File: config.mk
export PLATFORM = sky130hd
export DESIGN_NAME = priority_task_scheduler
export DESIGN_NICKNAME = d
export VERILOG_FILES = /design/src/sv/psch_pkg.sv /design/src/sv/psch_ram.sv /design/src/sv/psch_cfg_regs.sv /design/src/sv/priority_task_scheduler.sv
export SDC_FILE = /design/constraint.sdc
export NUM_CORES = 1
export LEC_CHECK = 0
export BUFFER_PORTS_ARGS = -buffer_cell sky130_fd_sc_hd__buf_2
export CORE_MARGIN = 2
export CORE_UTILIZATION = 65
export CTS_BUF_LIST = sky130_fd_sc_hd__clkbuf_16
export DETAILED_ROUTE_END_ITERATION = 7
export PLACE_DENSITY_LB_ADDON = 0.15
export RECOVER_POWER = 100
export SYNTH_ARGS = -nofsm -noshare
export SYNTH_HDL_FRONTEND = slang
export SYNTH_SLANG_ARGS = --single-unit
File: constraint.sdc
create_clock -name clk -period 6.67 [get_ports clk]
set_clock_uncertainty 0.05 [all_clocks]
set_input_delay 0.667 -clock clk [delete_from_list [all_inputs] [get_ports clk]]
set_output_delay 0.667 -clock clk [all_outputs]
set_load 0.01 [all_outputs]
File: src/sv/psch_pkg.sv
// shared types, codes and constants of the priority task scheduler
// no dependencies; psch_cfg_regs and priority_task_scheduler import it

package psch_pkg;

	localparam int MAX_TASKS_DEF  = 4;
	localparam int DELAY_BITS_DEF = 16;

	localparam int TASK_W     = 3;
	localparam int PRIO_W     = 2;
	localparam int DELAY_IN_W = 16;
	localparam int TICK_W     = 32;
	localparam int CFG_IDX_W  = 3;
	localparam int CFG_DATA_W = 3;
	localparam int PRIO_REGS  = 4;

	// register indexes of the config port
	localparam logic [CFG_IDX_W-1:0] CFG_TASK_COUNT = 3'd0;
	localparam logic [CFG_IDX_W-1:0] CFG_PRIO_BASE  = 3'd1;

	localparam logic [TASK_W-1:0] TASK_COUNT_RST = 3'd3;
	localparam logic [PRIO_W-1:0] PRIO_DEF       = 2'd3;

	function automatic logic [PRIO_W-1:0] prio_rst(input int idx);
		logic [PRIO_W-1:0] val;
		case (idx)
			0:       val = 2'd0;
			1:       val = 2'd2;
			2:       val = 2'd1;
			default: val = PRIO_DEF;
		endcase
		return val;
	endfunction

	// task state codes held in the state memory
	localparam logic [1:0] ST_READY   = 2'd0;
	localparam logic [1:0] ST_RUNNING = 2'd1;
	localparam logic [1:0] ST_WAITING = 2'd2;

	localparam logic CMD_TICK  = 1'b0;
	localparam logic CMD_DELAY = 1'b1;

	localparam logic [TASK_W-1:0] NO_TASK = 3'd7;

	typedef struct packed {
		logic                  cmd;
		logic [DELAY_IN_W-1:0] delay_ticks;
	} item_t;

	typedef struct packed {
		logic [TASK_W-1:0] sel_task;
		logic              switched;
		logic [TICK_W-1:0] tick_total;
	} result_t;

endpackage

File: src/sv/psch_ram.sv
// generic simple dual-port ram, one write and one registered read port
// no dependencies

module psch_ram #(
	parameter int WIDTH = 8,
	parameter int DEPTH = 4,
	parameter int AW    = (DEPTH > 1) ? $clog2(DEPTH) : 1
) (
	input  logic             clk,
	input  logic             we,
	input  logic [AW-1:0]    waddr,
	input  logic [WIDTH-1:0] wdata,
	input  logic [AW-1:0]    raddr,
	output logic [WIDTH-1:0] rdata
);

	logic [WIDTH-1:0] mem_q [DEPTH];

	always_ff @(posedge clk) begin
		if (we) begin
			mem_q[waddr] <= wdata;
		end
		rdata <= mem_q[raddr];
	end

endmodule

File: src/sv/psch_cfg_regs.sv
// configuration registers: task count and per-task priorities
// depends on psch_pkg

module psch_cfg_regs import psch_pkg::*; #(
	parameter int MAX_TASKS = MAX_TASKS_DEF
) (
	input  logic                                 clk,
	input  logic                                 arst_n,
	input  logic                                 cfg_we,
	input  logic [CFG_IDX_W-1:0]                 cfg_index,
	input  logic [CFG_DATA_W-1:0]                cfg_wdata,
	output logic [TASK_W-1:0]                    task_num,
	output logic [MAX_TASKS-1:0][PRIO_W-1:0]     prio
);

	logic [TASK_W-1:0]                task_count_q;
	logic [MAX_TASKS-1:0][PRIO_W-1:0] prio_q;

	always_ff @(posedge clk or negedge arst_n) begin
		if (!arst_n) begin
			task_count_q <= TASK_COUNT_RST;
			for (int i = 0; i < MAX_TASKS; i++) begin
				prio_q[i] <= prio_rst(i);
			end
		end else if (cfg_we) begin
			if (cfg_index == CFG_TASK_COUNT) begin
				task_count_q <= cfg_wdata[TASK_W-1:0];
			end
			for (int i = 0; i < MAX_TASKS; i++) begin
				if (i < PRIO_REGS && 32'(cfg_index) == 32'(CFG_PRIO_BASE) + 32'(i)) begin
					prio_q[i] <= cfg_wdata[PRIO_W-1:0];
				end
			end
		end
	end

	// effective count: zero acts as one, clamp at the task capacity
	always_comb begin
		if (task_count_q == '0) begin
			task_num = TASK_W'(1);
		end else if (32'(task_count_q) > MAX_TASKS) begin
			task_num = TASK_W'(MAX_TASKS);
		end else begin
			task_num = task_count_q;
		end
	end

	assign prio = prio_q;

endmodule

File: src/sv/priority_task_scheduler.sv
// top level of the fixed-priority preemptive task scheduler
// depends on psch_pkg, psch_ram, psch_cfg_regs

// A command (tick or delay) is taken when start is high and busy is low. The
// block walks the task memories one entry per cycle, counting down waiting
// tasks on a tick and picking the best-priority runnable task, then commits
// the switch. A delay first marks the running task waiting in S_DELAY; both
// commands then pass S_SCAN, S_REL and S_RUN, which registers done. The result
// beat is on result for exactly one cycle with done high, and the receiver
// cannot stall it: it must take the beat in that cycle. A new command may be
// started in the cycle the done strobe is shown. The user must make config
// writes only while busy is low; the block does not enforce it. Memory entries
// never written read as ready / zero through per-entry valid flops, so no
// clearing pass is needed after reset.

module priority_task_scheduler import psch_pkg::*; #(
	parameter int MAX_TASKS  = MAX_TASKS_DEF,
	parameter int DELAY_BITS = DELAY_BITS_DEF
) (
	input  logic                  clk,
	input  logic                  arst_n,
	// command side
	input  logic                  start,
	output logic                  busy,
	input  item_t                 item,
	// config write port
	input  logic                  cfg_we,
	input  logic [CFG_IDX_W-1:0]  cfg_index,
	input  logic [CFG_DATA_W-1:0] cfg_wdata,
	// result side
	output logic                  done,
	output result_t               result
);

	// address widths of the state memory (idle slot included) and counter memory
	localparam int SAW = $clog2(MAX_TASKS + 1);
	localparam int CAW = (MAX_TASKS > 1) ? $clog2(MAX_TASKS) : 1;
	localparam int WIDE_W = (DELAY_BITS > DELAY_IN_W) ? DELAY_BITS : DELAY_IN_W;
	localparam logic [DELAY_BITS-1:0] DELAY_MAX = {DELAY_BITS{1'b1}};

	typedef enum logic [2:0] {
		S_IDLE,
		S_DELAY,
		S_SCAN,
		S_REL,
		S_RUN
	} state_t;

	state_t state_q;

	// config
	logic [TASK_W-1:0]                task_num;
	logic [MAX_TASKS-1:0][PRIO_W-1:0] prio;

	// command registers
	logic                  cmd_q;
	logic [DELAY_IN_W-1:0] delay_q;
	logic [TASK_W-1:0]     running_q;
	logic [TICK_W-1:0]     tick_q;

	// scan pipeline: read issue and, in the cycle after, the returned entry
	logic [TASK_W-1:0] idx_q;
	logic              v_s1;
	logic [TASK_W-1:0] idx_s1;
	logic              sv_s1;
	logic              cv_s1;

	// running best pick of the scan
	logic              found_q;
	logic [TASK_W-1:0] best_q;
	logic [PRIO_W-1:0] best_prio_q;

	// per-entry written flags, unwritten entries read as reset value
	logic [MAX_TASKS:0]   st_valid_q;
	logic [MAX_TASKS-1:0] cnt_valid_q;

	// memory ports
	logic                  st_we;
	logic [SAW-1:0]        st_waddr;
	logic [1:0]            st_wdata;
	logic [SAW-1:0]        st_raddr;
	logic [1:0]            st_rdata;
	logic                  cnt_we;
	logic [CAW-1:0]        cnt_waddr;
	logic [DELAY_BITS-1:0] cnt_wdata;
	logic [CAW-1:0]        cnt_raddr;
	logic [DELAY_BITS-1:0] cnt_rdata;

	// datapath
	logic                  is_delay;
	logic                  run_ok;
	logic                  rel_ok;
	logic [WIDE_W-1:0]     dly_wide;
	logic [DELAY_BITS-1:0] dly_val;
	logic [1:0]            st_cur;
	logic [1:0]            st_new;
	logic [DELAY_BITS-1:0] cnt_cur;
	logic [DELAY_BITS-1:0] cnt_dec;
	logic                  cnt_upd;
	logic                  eligible;
	logic [PRIO_W-1:0]     prio_s1;
	logic                  better;
	logic                  issue;
	logic                  scan_end;
	logic [TASK_W-1:0]     next_sel;
	logic                  sw;

	psch_cfg_regs #(
		.MAX_TASKS(MAX_TASKS)
	) u_cfg (
		.clk      (clk),
		.arst_n   (arst_n),
		.cfg_we   (cfg_we),
		.cfg_index(cfg_index),
		.cfg_wdata(cfg_wdata),
		.task_num (task_num),
		.prio     (prio)
	);

	// task state per slot, idle slot included
	psch_ram #(
		.WIDTH(2),
		.DEPTH(MAX_TASKS + 1),
		.AW   (SAW)
	) u_state_ram (
		.clk  (clk),
		.we   (st_we),
		.waddr(st_waddr),
		.wdata(st_wdata),
		.raddr(st_raddr),
		.rdata(st_rdata)
	);

	// wait counters of the user tasks
	psch_ram #(
		.WIDTH(DELAY_BITS),
		.DEPTH(MAX_TASKS),
		.AW   (CAW)
	) u_cnt_ram (
		.clk  (clk),
		.we   (cnt_we),
		.waddr(cnt_waddr),
		.wdata(cnt_wdata),
		.raddr(cnt_raddr),
		.rdata(cnt_rdata)
	);

	assign is_delay = (cmd_q == CMD_DELAY);
	assign run_ok   = (running_q < task_num);
	assign rel_ok   = !is_delay && (32'(running_q) <= MAX_TASKS);

	// delay value: zero counts as one, saturate to the counter width
	always_comb begin
		dly_wide = WIDE_W'(delay_q);
		if (dly_wide == '0) begin
			dly_val = DELAY_BITS'(1);
		end else if (dly_wide > WIDE_W'(DELAY_MAX)) begin
			dly_val = DELAY_MAX;
		end else begin
			dly_val = DELAY_BITS'(dly_wide);
		end
	end

	// entry returned by the memories this cycle
	assign st_cur  = sv_s1 ? st_rdata : ST_READY;
	assign cnt_cur = cv_s1 ? cnt_rdata : '0;
	assign cnt_dec = cnt_cur - DELAY_BITS'(1);
	assign cnt_upd = v_s1 && !is_delay && (st_cur == ST_WAITING);
	assign st_new  = (cnt_upd && cnt_dec == '0) ? ST_READY : st_cur;
	assign eligible = (st_new != ST_WAITING);
	assign prio_s1 = prio[idx_s1[CAW-1:0]];
	assign better  = v_s1 && eligible && (!found_q || prio_s1 < best_prio_q);

	assign issue    = (state_q == S_SCAN) && (idx_q < task_num);
	assign scan_end = (idx_q == task_num) && !v_s1;
	assign st_raddr = SAW'(idx_q);
	assign cnt_raddr = CAW'(idx_q);

	assign next_sel = found_q ? best_q : task_num;
	assign sw       = (next_sel != running_q);

	// write-back mux: one writer per state
	always_comb begin
		st_we     = 1'b0;
		st_waddr  = '0;
		st_wdata  = ST_READY;
		cnt_we    = 1'b0;
		cnt_waddr = '0;
		cnt_wdata = '0;
		unique case (state_q)
			S_DELAY: begin
				if (run_ok) begin
					st_we     = 1'b1;
					st_waddr  = SAW'(running_q);
					st_wdata  = ST_WAITING;
					cnt_we    = 1'b1;
					cnt_waddr = CAW'(running_q);
					cnt_wdata = dly_val;
				end
			end
			S_SCAN: begin
				if (cnt_upd) begin
					cnt_we    = 1'b1;
					cnt_waddr = CAW'(idx_s1);
					cnt_wdata = cnt_dec;
					if (cnt_dec == '0) begin
						st_we    = 1'b1;
						st_waddr = SAW'(idx_s1);
						st_wdata = ST_READY;
					end
				end
			end
			S_REL: begin
				// preempted task goes back to ready on a tick
				if (sw && rel_ok) begin
					st_we    = 1'b1;
					st_waddr = SAW'(running_q);
					st_wdata = ST_READY;
				end
			end
			S_RUN: begin
				if (sw) begin
					st_we    = 1'b1;
					st_waddr = SAW'(next_sel);
					st_wdata = ST_RUNNING;
				end
			end
			default: begin
			end
		endcase
	end

	// valid flags and scan pipeline registers
	always_ff @(posedge clk or negedge arst_n) begin
		if (!arst_n) begin
			st_valid_q  <= '0;
			cnt_valid_q <= '0;
			v_s1        <= 1'b0;
		end else begin
			if (st_we) begin
				st_valid_q[st_waddr] <= 1'b1;
			end
			if (cnt_we) begin
				cnt_valid_q[cnt_waddr] <= 1'b1;
			end
			v_s1 <= issue;
		end
	end

	always_ff @(posedge clk) begin
		idx_s1 <= idx_q;
		sv_s1  <= st_valid_q[st_raddr];
		cv_s1  <= cnt_valid_q[cnt_raddr];
	end

	// sequencer with registered outputs
	always_ff @(posedge clk or negedge arst_n) begin
		if (!arst_n) begin
			state_q     <= S_IDLE;
			running_q   <= NO_TASK;
			tick_q      <= '0;
			cmd_q       <= CMD_TICK;
			delay_q     <= '0;
			idx_q       <= '0;
			found_q     <= 1'b0;
			best_q      <= '0;
			best_prio_q <= '0;
			done        <= 1'b0;
			result      <= '0;
		end else begin
			done <= 1'b0;
			unique case (state_q)
				S_IDLE: begin
					if (start) begin
						cmd_q   <= item.cmd;
						delay_q <= item.delay_ticks;
						idx_q   <= '0;
						found_q <= 1'b0;
						if (item.cmd == CMD_TICK) begin
							tick_q <= tick_q + TICK_W'(1);
						end
						state_q <= (item.cmd == CMD_DELAY) ? S_DELAY : S_SCAN;
					end
				end
				S_DELAY: begin
					state_q <= S_SCAN;
				end
				S_SCAN: begin
					if (issue) begin
						idx_q <= idx_q + TASK_W'(1);
					end
					if (better) begin
						found_q     <= 1'b1;
						best_q      <= idx_s1;
						best_prio_q <= prio_s1;
					end
					if (scan_end) begin
						state_q <= S_REL;
					end
				end
				S_REL: begin
					state_q <= S_RUN;
				end
				S_RUN: begin
					if (sw) begin
						running_q <= next_sel;
					end
					done              <= 1'b1;
					result.sel_task   <= next_sel;
					result.switched   <= sw;
					result.tick_total <= tick_q;
					state_q           <= S_IDLE;
				end
				default: begin
					state_q <= S_IDLE;
				end
			endcase
		end
	end

	assign busy = (state_q != S_IDLE);

endmodule
Yosys cells after proc, flatten, opt, wreduce, memory -nomap -nowiden

Memories as Yosys holds them, arrays and structs flattened. A register that Yosys moved wholly into a read port is not among the register bits.
Index checks and enable logic that the tools add are counted.

$lt $le $gt $ge: 13
Bitwise logic cells: 3
Equality and inequality tests: 16
Reduce and logical (&&, ||, !) cells: 34
Add/sub/neg operators: 3
Mux-type cells: 56

Operators by type and width:

| cell                  | number |
|---|---|
| $mux 16               | 5 |
| $mux 3                | 12 |
| $add 32x1->32 const B | 1 |
| $logic_not 16->1      | 2 |
| $pmux 16 s2           | 1 |
| $pmux 3 s4            | 2 |
| $mux 1                | 18 |
| $reduce_and 2->1      | 9 |
| $gt 16x16->1 const B  | 1 |
| $sub 16x1->16 const B | 1 |
| $mux 2                | 7 |
| $eq 3x2->1 const B    | 4 |
| $logic_and 1x1->1     | 11 |
| $ne 2x2->1 const B    | 5 |
| $logic_not 3->1       | 3 |
| $lt 2x3->1 const B    | 3 |
| $reduce_and 3->1      | 3 |
| $lt 3x4->1 const B    | 2 |
| $pmux 2 s2            | 2 |
| $eq 3x1->1 const B    | 2 |
| $eq 3x3->1 const B    | 2 |
| $lt 3x3->1            | 2 |
| $pmux 3 s2            | 1 |
| $or 5x5->5            | 1 |
| 22 further kinds      | 25 |

Output and inout bits: 38
Memories: 2
Flip-flop bits (word level): 127
Bits in writable memories: 74
Input bits: 27

Memory list:

| memory            | words | bits a word | rd ports | clocked after Yosys merged registers in | wr ports | RTL line       | text |
|---|---|---|---|---|---|---|---|
| u_cnt_ram.mem_q   | 4     | 16          | 1        | 1                                       | 1        | psch_ram.sv:17 | `logic [WIDTH-1:0] mem_q [DEPTH];` |
| u_state_ram.mem_q | 5     | 2           | 1        | 1                                       | 1        | psch_ram.sv:17 |  |

Logic depth before layout (Yosys ltp)

Gate-level depths: netlist (run 1).

Depth after elaboration: 13
Depth in mapped cells: 12
Depth with buffers taken out: 10

By module

From an unflattened synthesis (run 1), not the netlist that was laid out.

Cells, all modules: 710
Area total of the unflattened synthesis: 9,481.6 µm²

By module, submodules not included:

| module                  | seq. area each (µm²) | area each (µm²) | cells each | instances |
|---|---|---|---|---|
| priority_task_scheduler | 2,881.5              | 5,805.6         | 545        | 1 |
| psch_ram at u_cnt_ram   | 2,242.2              | 2,697.6         | 104        | 1 |
| psch_cfg_regs           | 282.8                | 495.5           | 31         | 1 |
| psch_ram at u_state_ram | 340.3                | 483.0           | 30         | 1 |

Least setup slack after synthesis (run 1)

No wires, ideal clock.

Path type: register to register
From: reg state_q[1]
To: mem u_cnt_ram.mem_q[2][0] in the netlist's numbering, enable pin
Required time: 6.207 ns
Library setup time: 0.413 ns
Path slack: 3.561 ns
Stages on the path, launching flop included: 7
Arrival: 2.646 ns
Path buffers: 1
Path through: dfrtp_1 > clkbuf_1 > nor3b_1 > nand2_1 > nor3_2 > nand2_1 > o21ai_0

Word-level cells in the longest chain between the ends: 4
Elaborated cells on any way between the ends: 6
Classes of those cells: 2 x eq/ne; 4 x mux

RTL lines:

| item                                            | RTL line                       | text |
|---|---|---|
| start, declared                                 | priority_task_scheduler.sv:49  | `state_t state_q;` |
| start signal, assigned                          | priority_task_scheduler.sv:282 | `state_q <= (item.cmd == CMD_DELAY) ? S_DELAY : S_SCAN;` |
| $eq 3x2->1 / $eq 3x1->1 (equally long branches) | priority_task_scheduler.sv:190 | `unique case (state_q)` |
| $pmux 1 s2                                      | priority_task_scheduler.sv:190 |  |
| $mux 1                                          | psch_ram.sv:20                 | `if (we) begin` |
| $mux 1 (implied by the code)                    | psch_ram.sv:21                 | `mem_q[waddr] <= wdata;` |
| end, declared                                   | psch_ram.sv:17                 |  |

Parallel ways exist; a longest one is shown, timed or not.

Worst setup path after layout (run 1)

From: reg state_q[1]
To: mem u_cnt_ram.mem_q[2][4] in the netlist's numbering, enable pin

Same word-level chain as after synthesis.

==> metrics.csv, run 1 <==
metric,value,unit
run status,"complete, but fails checks",
failing checks,"max-capacitance violations, max-slew violations",
post-synthesis register bit count,219,
WHS Endpoint,u_cfg.task_count_q[2],
TritonRoute pass-1 iters,5,
Post-synth EDFFs,74,
Cell Pwr Density,409.7,nW/um^2
met1 WL,8247,um
final hold violation count,0,
Ports,65,
crit path kind,register to register,
Worst-Skew Late Latency,0.52,ns
Period minus WS final,4.680,ns
maximum vdd ir drop,205.9,uV
hold depth,3,
WL/cell,19.66,um
Worst Hold Class,input pin to register,
area delta synth->final,10.64,%
number of global-route vias before repair,5715,
CTS Root Cell,clkbuf_16,
# clock sinks,219,
syn nets,711,
cell row count,43,
number of antenna violations at the first check in global routing,0,
ant diodes,0,
GRT Util Overall,25.69,%
hold path startpoint,cfg_wdata[2],
Critical Path Start Type,register,
Crit. End Element,register,
Final #Nets,778,
DP Worst Slack,3.355,ns
CTS buffer count,23,
share of layout cells above drive strength 1,21.24,%
Inst Count DP,896,
RSZ-0062 raised after global routing,false,
post-synthesis sequential area ratio,61.49,%
vias post-DR,5688,
final instance area,10340,sq um
R2R Path End,u_cnt_ram.mem_q[2][4],
total grt overflow,0,
TritonCTS clock tree,done,
CP max FO,17,
WL met2,8942,um
clk buf depth,3,
FF-to-FF setup slack,1.99,ns
"Hold-fix buffers, CTS",0,
Starting Density,66.81,%
H-tree Lvls,1,
Core ar.,13990,sq um
cts repair resizes,0,
Post-synth top flop,dfrtp_1,
WL final,18440,um
clk slew on worst S/H paths,0.06,ns
CP Data Required Time,6.68,ns
die height,123.9,um
"commonest cells after routing, fill and taps aside","dfrtp_1 (113), edfxtp_1 (74), mux2_2 (58)",
fill count,948,
fin crit share,70.17,%
slowest CP cell,o21ai_0,
Slew @ Worst Pin,2.797,ns
R2R cell count,5,
top sig layer,met4,
"Cell Area, Synth",9345,sq um
CP arrival,4.69,ns
"commonest non-fill, non-tap cell in the layout",dfrtp_1,
max incr delay on CP,2.14,ns
worst setup margin,1.990,ns
RePlAce Congestion,0.8810,
library cells used by synthesis,72,
mean post-synth cell area,13.87,sq um
die area,15350,sq um
DP Area,9786,sq um
vias per inst,6.064,
leakage power,4.253,nW
met3 WL post-DR,938,um
setup violators final,0,
Max Cap Viol,5,
"Slew Viols, Final",200,
Iter 0 DRT Violations,539,
DRC viols,0,
Crit path top cell by count,nand2_1,
IO Port Bufs,64,
Syn Inst Count,674,
async set-reset flop share out of synthesis,55.71,%
Multi-input gate area,3328,sq um
DP HPWL,12280,um
Layout Cells excl Fill,938,
worst r2r src,state_q[1],
first-pass GRT wire length,30150,um
register area,5747,sq um
final antenna-violating net count,0,
Horiz. Die Dim,123.9,um
TNS Setup,0,ns
Slew HR,-88.45,%
Max Clk Rate,213.7,MHz
critical-path cell list,nor3b_1 -> nand2_1 -> nor3_1 -> nand2_1 -> o21ai_0,
post-CTS setup repair buffer count,0,
largest net degree at the start of global routing,84,
Syn. warnings,0,
==> area by class of cell <==
cell class	instances	area share, %
sequential	219	55.58
inverter	16	0.5808
multi-input combinational	413	32.19
tap	180	2.178
clock inverter	18	0.9076
clock buffer	24	5.808
timing repair buffer	68	2.759
==> sequential cells by signal, summed over array words and instances (netlist names), 5 cells and up <==
name,flops
tick_q,32
st_valid_q,5
u_state_ram.mem_q,10
u_cfg.prio,8
delay_q,16
u_cnt_ram.mem_q,64
u_cnt_ram.rdata,16
result,36
==> metal layers <==
metal	track usage, %	vias up
li1	-	2626
met1	35.90	2889
met2	42.69	148
met3	5.082	25
met4	5.407	0
met5	0	-
==> cells by family (layout without fill, tap and decap cells) <==
logic type / after synthesis / after routing / synth area share (%)
buf+inv: 42 / 126 / 2.156
simple gates: 187 / 187 / 11.17
xor+xnor: 38 / 38 / 3.561
flops: 219 / 219 / 61.49
mux: 89 / 89 / 13.55
fa+ha+maj: 10 / 10 / 1.339
compound gates: 89 / 89 / 6.735
==> cells in the mapped netlist, drive strengths merged (4+ instances only) <==
master,count,area (sq um)
and4,5,43.79
or2,4,25.02
dfrtp,113,2828
nand2b,5,31.28
mux2,65,750.7
o21ai,24,131.4
dfstp,9,236.5
buf,7,50.04
nand3,16,80.08
a21oi,20,103.9
nor3,15,95.09
mux4,22,495.5
edfxtp,74,2222
o31ai,4,45.05
clkbuf,19,91.34
nand2,55,209.0
xnor2,30,262.8
inv,16,60.06
and3,5,31.28
nor4,8,56.30
nor2b,4,25.02
ha,10,125.1
nand4,11,75.07
o21bai,4,30.03
a21o,9,67.56
nor2,31,116.4
o31a,6,53.80
xor2,8,70.07
and2,6,37.54
dfxtp,23,460.4
==> critical path, delay by kind of cell (launching register included) <==
family | cells | cell delay, ns
compound gates | 1 | 2.14
simple gates | 4 | 1.56
flops | 1 | 0.47
==> worst max path at each step <==
stage,start,to,depth (start not counted)
floorplan,state_q[1],u_cnt_ram.mem_q[2][0],6
global placement,cv_s1,u_state_ram.mem_q[4][0],9
detailed placement,cv_s1,u_state_ram.mem_q[4][1],9
CTS,cv_s1,u_state_ram.mem_q[4][1],9
global route,state_q[1],u_cnt_ram.mem_q[2][4],5
finish,state_q[1],u_cnt_ram.mem_q[2][4],5
==> stage by stage <==
step	utilization [%]	power, W	hold slack, ns
global placement	69.96	0.003080	0.3840
detailed placement	69.96	0.003126	0.3866
finish	73.92	0.004236	0.3370
global route	73.92	0.004460	0.3252
floorplan	-	0.002822	0.3214
CTS	74.92	0.004301	0.09339
==> power breakdown <==
group,switching [W],leakage (nW),internal (W)
combinational,0.000508,1.45,0.000521
sequential,0.000349,2.44,0.00170
clock,0.000507,0.361,0.000654
Note: power is estimated with default switching activity, not from simulation.
==> run 2, diff against run 1 <==
- CORE_UTILIZATION: 65 -> 54
- clock period: 6.67 -> 4.3 ns (I/O delays scaled with it)
==> run 2 against run 1 <==
Net effect: the flow still finishes with violations (max-capacitance violations, max-slew violations); clock-buffer cell count increased by 1; sequential share of layout area decreased by 1.1 points; clock power increased by 74%; core utilization decreased by 12 points; routed wire length about the same.
==> metrics.csv, run 2 (same netlist as run 1, synthesis figures left out) <==
metric,value,unit
setup violators final,0,
CP Data Required Time,4.48,ns
H-tree Lvls,1,
"commonest non-fill, non-tap cell in the layout",dfrtp_1,
Fin Hold WS,0.06073,ns
Worst-Skew Late Latency,0.53,ns
Net Sw Power,0.002152,W
crit path kind,register to register,
final antenna-violating net count,0,
Iter 0 DRT Violations,345,
vias post-DR,5623,
number of global-route vias before repair,5912,
Core ar.,17120,sq um
die area,18370,sq um
total grt overflow,0,
Worst Hold Class,input pin to register,
fin crit share,85.20,%
Starting Density,54.60,%
Max Clk Rate,273.0,MHz
RSZ-0062 raised after global routing,false,
CTS Root Cell,clkbuf_16,
Crit. End Element,register,
Horiz. Die Dim,135.6,um
largest net degree at the start of global routing,48,
Slew @ Worst Pin,2.330,ns
CTS buffer count,24,
TNS Setup,0,ns
share of layout cells above drive strength 1,22.35,%
cell row count,48,
CP arrival,3.84,ns
GRT Util Overall,21.42,%
clk buf depth,3,
sw frac,31.74,%
Reg power frac,45.7,%
failing checks,"max-capacitance violations, max-slew violations",
vias per inst,5.680,
final hold violation count,0,
RePlAce Congestion,0.8638,
"commonest cells after routing, fill and taps aside","dfrtp_1 (113), edfxtp_1 (74), mux2_2 (60)",
# clock sinks,219,
area delta synth->final,12.84,%
Slew HR,-55.33,%
maximum vdd ir drop,398.3,uV
WL final,18430,um
CP max FO,21,
ant diodes,0,
DP HPWL,12480,um
first-pass GRT wire length,30900,um
DRC viols,0,
Ports,65,
run status,"complete, but fails checks",
"Slew Viols, Final",155,
Pint,0.004627,W
Period minus WS final,3.664,ns
Final #Nets,784,
number of antenna violations at the first check in global routing,0,
TritonRoute pass-1 iters,5,
leakage power,4.316,nW
max FFs per register,64,
WL/cell,18.62,um
TritonCTS clock tree,done,
IO Port Bufs,64,
Cell Pwr Density,642.8,nW/um^2
die height,135.6,um
Gate power share,24.5,%
fill count,1376,
Largest regs,"u_cnt_ram.mem_q x64, result x36, tick_q x32",
Clk pwr share,29.7,%
post-CTS setup repair buffer count,0,
Max Cap Viol,5,
clk slew on worst S/H paths,0.06,ns
largest register by flop count,u_cnt_ram.mem_q,
FF-to-FF setup slack,0.64,ns
Critical Path Start Type,register,
-- run 2: per-stage QoR --
stage,area (sq um),cells,total power (W),utilization [%],setup slack [ns]
after floorplan,9345,674,0.004377,-,1.191
after global placement,9872,945,0.004813,57.68,1.123
after detailed placement,9872,945,0.004863,57.68,0.9654
after CTS,10680,990,0.006906,62.38,0.9604
after global routing,10550,990,0.007177,61.61,0.3515
final,10550,990,0.006779,61.61,0.6364
-- run 2: path summary, 6_finish.rpt --
check | start | end | cells after the start
max | cv_s1 | u_state_ram.mem_q[2][1] | 9
min | cfg_wdata[2] | u_cfg.task_count_q[2] | 3
max reg2reg | cv_s1 | u_state_ram.mem_q[2][1] | 9
min reg2reg | cnt_valid_q[3] | cnt_valid_q[3] | 1
max in group asynchronous | arst_n | delay_q[13] | 3
min in group asynchronous | arst_n | tick_q[8] | 2
-- run 2: repair_timing --
action,CTS,global route
resized for setup,0,0
hold endpoints to repair,45,0
hold buffers,1,0
-- run 2: final cells by class --
cell class                      instances  area, sq um  share of cell area, %
Tap cell                              225        281.5                  2.670
Sequential cell                       219         5747                  54.50
Timing Repair Buffer                   73        316.6                  3.002
Multi-Input combinational cell        413         3346                  31.73
Clock inverter                         19        168.9                  1.602
Inverter                               16        60.06                 0.5695
Clock buffer                           25        625.6                  5.933
-- run 2: metal layers --
metal	part of all wire, %	up-vias	GRT usage, %
met1	45	2859	29.32
li1	-	2626	-
met3	3.8	26	3.554
met4	2.0	0	5.845
met5	0	-	0
met2	49	112	35.89
-- run 2: critical path: stages (launching register included) --
cell and delay, ns:
dfxtp_1 0.53, nand2_1 0.20, ha_1 0.42, a21boi_0 0.48, nand4_1 0.15, a31oi_1 0.24, nand4_1 0.25, o31ai_1 0.65
nand2_2 0.17, nor2_1 0.22
-- run 2: power by group through the flow --
| stage | combinational, W | sequential [W] | clock (W) |
|---|---|---|---|
| 2_1_floorplan | 0.00146 | 0.00291 | 0 |
| 3_3_place_gp | 0.00170 | 0.00312 | 0 |
| 3_5_place_dp | 0.00173 | 0.00313 | 0 |
| 4_1_cts | 0.00175 | 0.00310 | 0.00206 |
| 5_1_grt | 0.00186 | 0.00316 | 0.00215 |
| 6_report | 0.00166 | 0.00310 | 0.00202 |
==> run 3, diff against run 2 <==
- CORE_UTILIZATION: 54 -> 60
- clock period: 4.3 -> 4 ns (I/O delays scaled with it)
==> run 3 against run 2 <==
Net effect: the flow still finishes with violations (max-capacitance violations, max-slew violations); setup slack worse by 0.21 ns; sequential power is 7.7% higher; critical path type unchanged; clock-buffer cell count is 2 lower; register-to-register slack worse by 0.21 ns; clock power is 2% higher; highest routed layer unchanged; largest cell class unchanged; final cell count is 3.8% lower; critical endpoint is now u_state_ram.mem_q[2][0]; sequential cell count stayed put.
==> metrics.csv, run 3 (same netlist as run 1, synthesis figures left out) <==
metric,value,unit
DP HPWL,12430,um
RePlAce Congestion,0.8684,
Slew @ Worst Pin,2.752,ns
vias per inst,5.955,
R2R cell count,9,
WHS Endpoint,delay_q[10],
total grt overflow,0,
TNS Setup,0,ns
Worst Hold Class,input pin to register,
setup violators final,0,
Ports,65,
"commonest non-fill, non-tap cell in the layout",dfrtp_1,
die area,16590,sq um
slowest CP cell,dfxtp_1,
Final #Nets,784,
Starting Density,61.47,%
H-tree Lvls,1,
largest net degree at the start of global routing,54,
Max Clk Rate,279.7,MHz
area delta synth->final,11.88,%
max incr delay on CP,0.77,ns
die height,128.8,um
FF-to-FF setup slack,0.42,ns
clk buf depth,3,
worst r2r src,cv_s1,
CP arrival,3.74,ns
CTS Root Cell,clkbuf_16,
"Hold-fix buffers, CTS",1,
worst setup margin,0.4249,ns
CTS buffer count,23,
DP Worst Slack,0.6696,ns
R2R Path End,u_state_ram.mem_q[2][0],
WL/cell,19.03,um
WL final,18110,um
vias post-DR,5669,
Core ar.,15200,sq um
Critical Path Start Type,register,
cell row count,45,
Cell Pwr Density,687.7,nW/um^2
"commonest cells after routing, fill and taps aside","dfrtp_1 (113), edfxtp_1 (74), mux2_2 (61)",
hold depth,2,
CP Data Required Time,4.16,ns
Horiz. Die Dim,128.8,um
TritonCTS clock tree,done,
TritonRoute pass-1 iters,4,
run status,"complete, but fails checks",
final hold violation count,0,
post-CTS setup repair buffer count,0,
Layout Utilization,68.77,%
Iter 0 DRT Violations,383,
ant diodes,0,
hold path startpoint,item[10],
# clock sinks,219,
crit path kind,register to register,
critical-path cell list,nand2_1 -> ha_1 -> o211ai_1 -> nand3b_1 -> a211oi_1 -> nand4bb_4 -> o31ai_1 -> nand2_2 -> nor2_1,
number of antenna violations at the first check in global routing,0,
RSZ-0062 raised after global routing,false,
Max Cap Viol,4,
Largest regs,"u_cnt_ram.mem_q x64, result x36, tick_q x32",
maximum vdd ir drop,359.4,uV
Slew HR,-83.45,%
first-pass GRT wire length,29680,um
share of layout cells above drive strength 1,23.04,%
number of global-route vias before repair,5712,
IO Port Bufs,64,
Crit. End Element,register,
crit path from,cv_s1,
fin crit share,89.38,%
leakage power,4.300,nW
Period minus WS final,3.575,ns
failing checks,"max-capacitance violations, max-slew violations",
final antenna-violating net count,0,
GRT Util Overall,22.69,%
clk slew on worst S/H paths,0.06,ns
CP max FO,21,
cts repair resizes,0,
DRC viols,0,
largest register by flop count,u_cnt_ram.mem_q,
max FFs per register,64,
Worst-Skew Late Latency,0.52,ns
"Slew Viols, Final",136,
[run 3: changes by cell type in the layout (fill, tap and decap cells not counted), sizes merged]
cell      delta
clkinvlp     +1
clkinv       +1
buf          +2
clkbuf       -3
inv          -2
[run 3: how the worst max path moves through the flow]
stage / cells after the start / slack, ns / end
final: 9 / 0.42 / u_state_ram.mem_q[2][0]
after global routing: 6 / 0.20 / u_cnt_ram.mem_q[1][5]
after CTS: 9 / 0.68 / u_state_ram.mem_q[4][1]
after detailed placement: 9 / 0.67 / u_state_ram.mem_q[4][0]
after global placement: 9 / 0.82 / u_state_ram.mem_q[2][0]
after floorplan: 6 / 0.89 / u_cnt_ram.mem_q[2][0]
[run 3: cell type report]
type                            count  area [sq um]
Clock buffer                       23         575.6
Sequential cell                   219          5747
Multi-Input combinational cell    413          3342
Fill cell                        1105          4747
Clock inverter                     19         167.7
Tap cell                          188         235.2
Timing Repair Buffer               74         327.8
Inverter                           16         60.06
[run 3: through the flow]
stage | hold slack (ns) | std cells | total power [W] | area (sq um)
3_5_place_dp | 0.3894 | 909 | 0.005203 | 9833
4_1_cts | 0.04438 | 952 | 0.007287 | 10590
6_report | 0.05897 | 952 | 0.007190 | 10460
5_1_grt | 0.05465 | 952 | 0.007572 | 10460
3_3_place_gp | 0.3875 | 909 | 0.005148 | 9833
2_1_floorplan | 0.05441 | 674 | 0.004705 | 9345
[run 3: routing by layer]
layer  track usage [%]  wire length (um)  up-vias
met3             3.742               925       35
met2             37.50              8704      132
met4             5.754               385        0
li1                  -                 -     2635
met1             31.94              8096     2867
met5                 0                 0        -
[run 3: report_power, final]
group	switching (W)	total [W]	internal [W]	leakage [nW]
Combinational	0.000903	0.00179	0.000884	1.47
Sequential	0.000507	0.00334	0.00283	2.44
Clock	0.000870	0.00206	0.00119	0.387
Total	0.00228	0.00719	0.00491	4.30
[run 3: critical path, delay by kind of cell, from the launching register on]
kind / cells / cell delay, ns
AND/OR/NAND/NOR: 5 / 0.82
flip-flops: 1 / 0.77
adder cells (fa/ha/maj): 1 / 0.41
AO/OA/AOI/OAI: 3 / 1.21
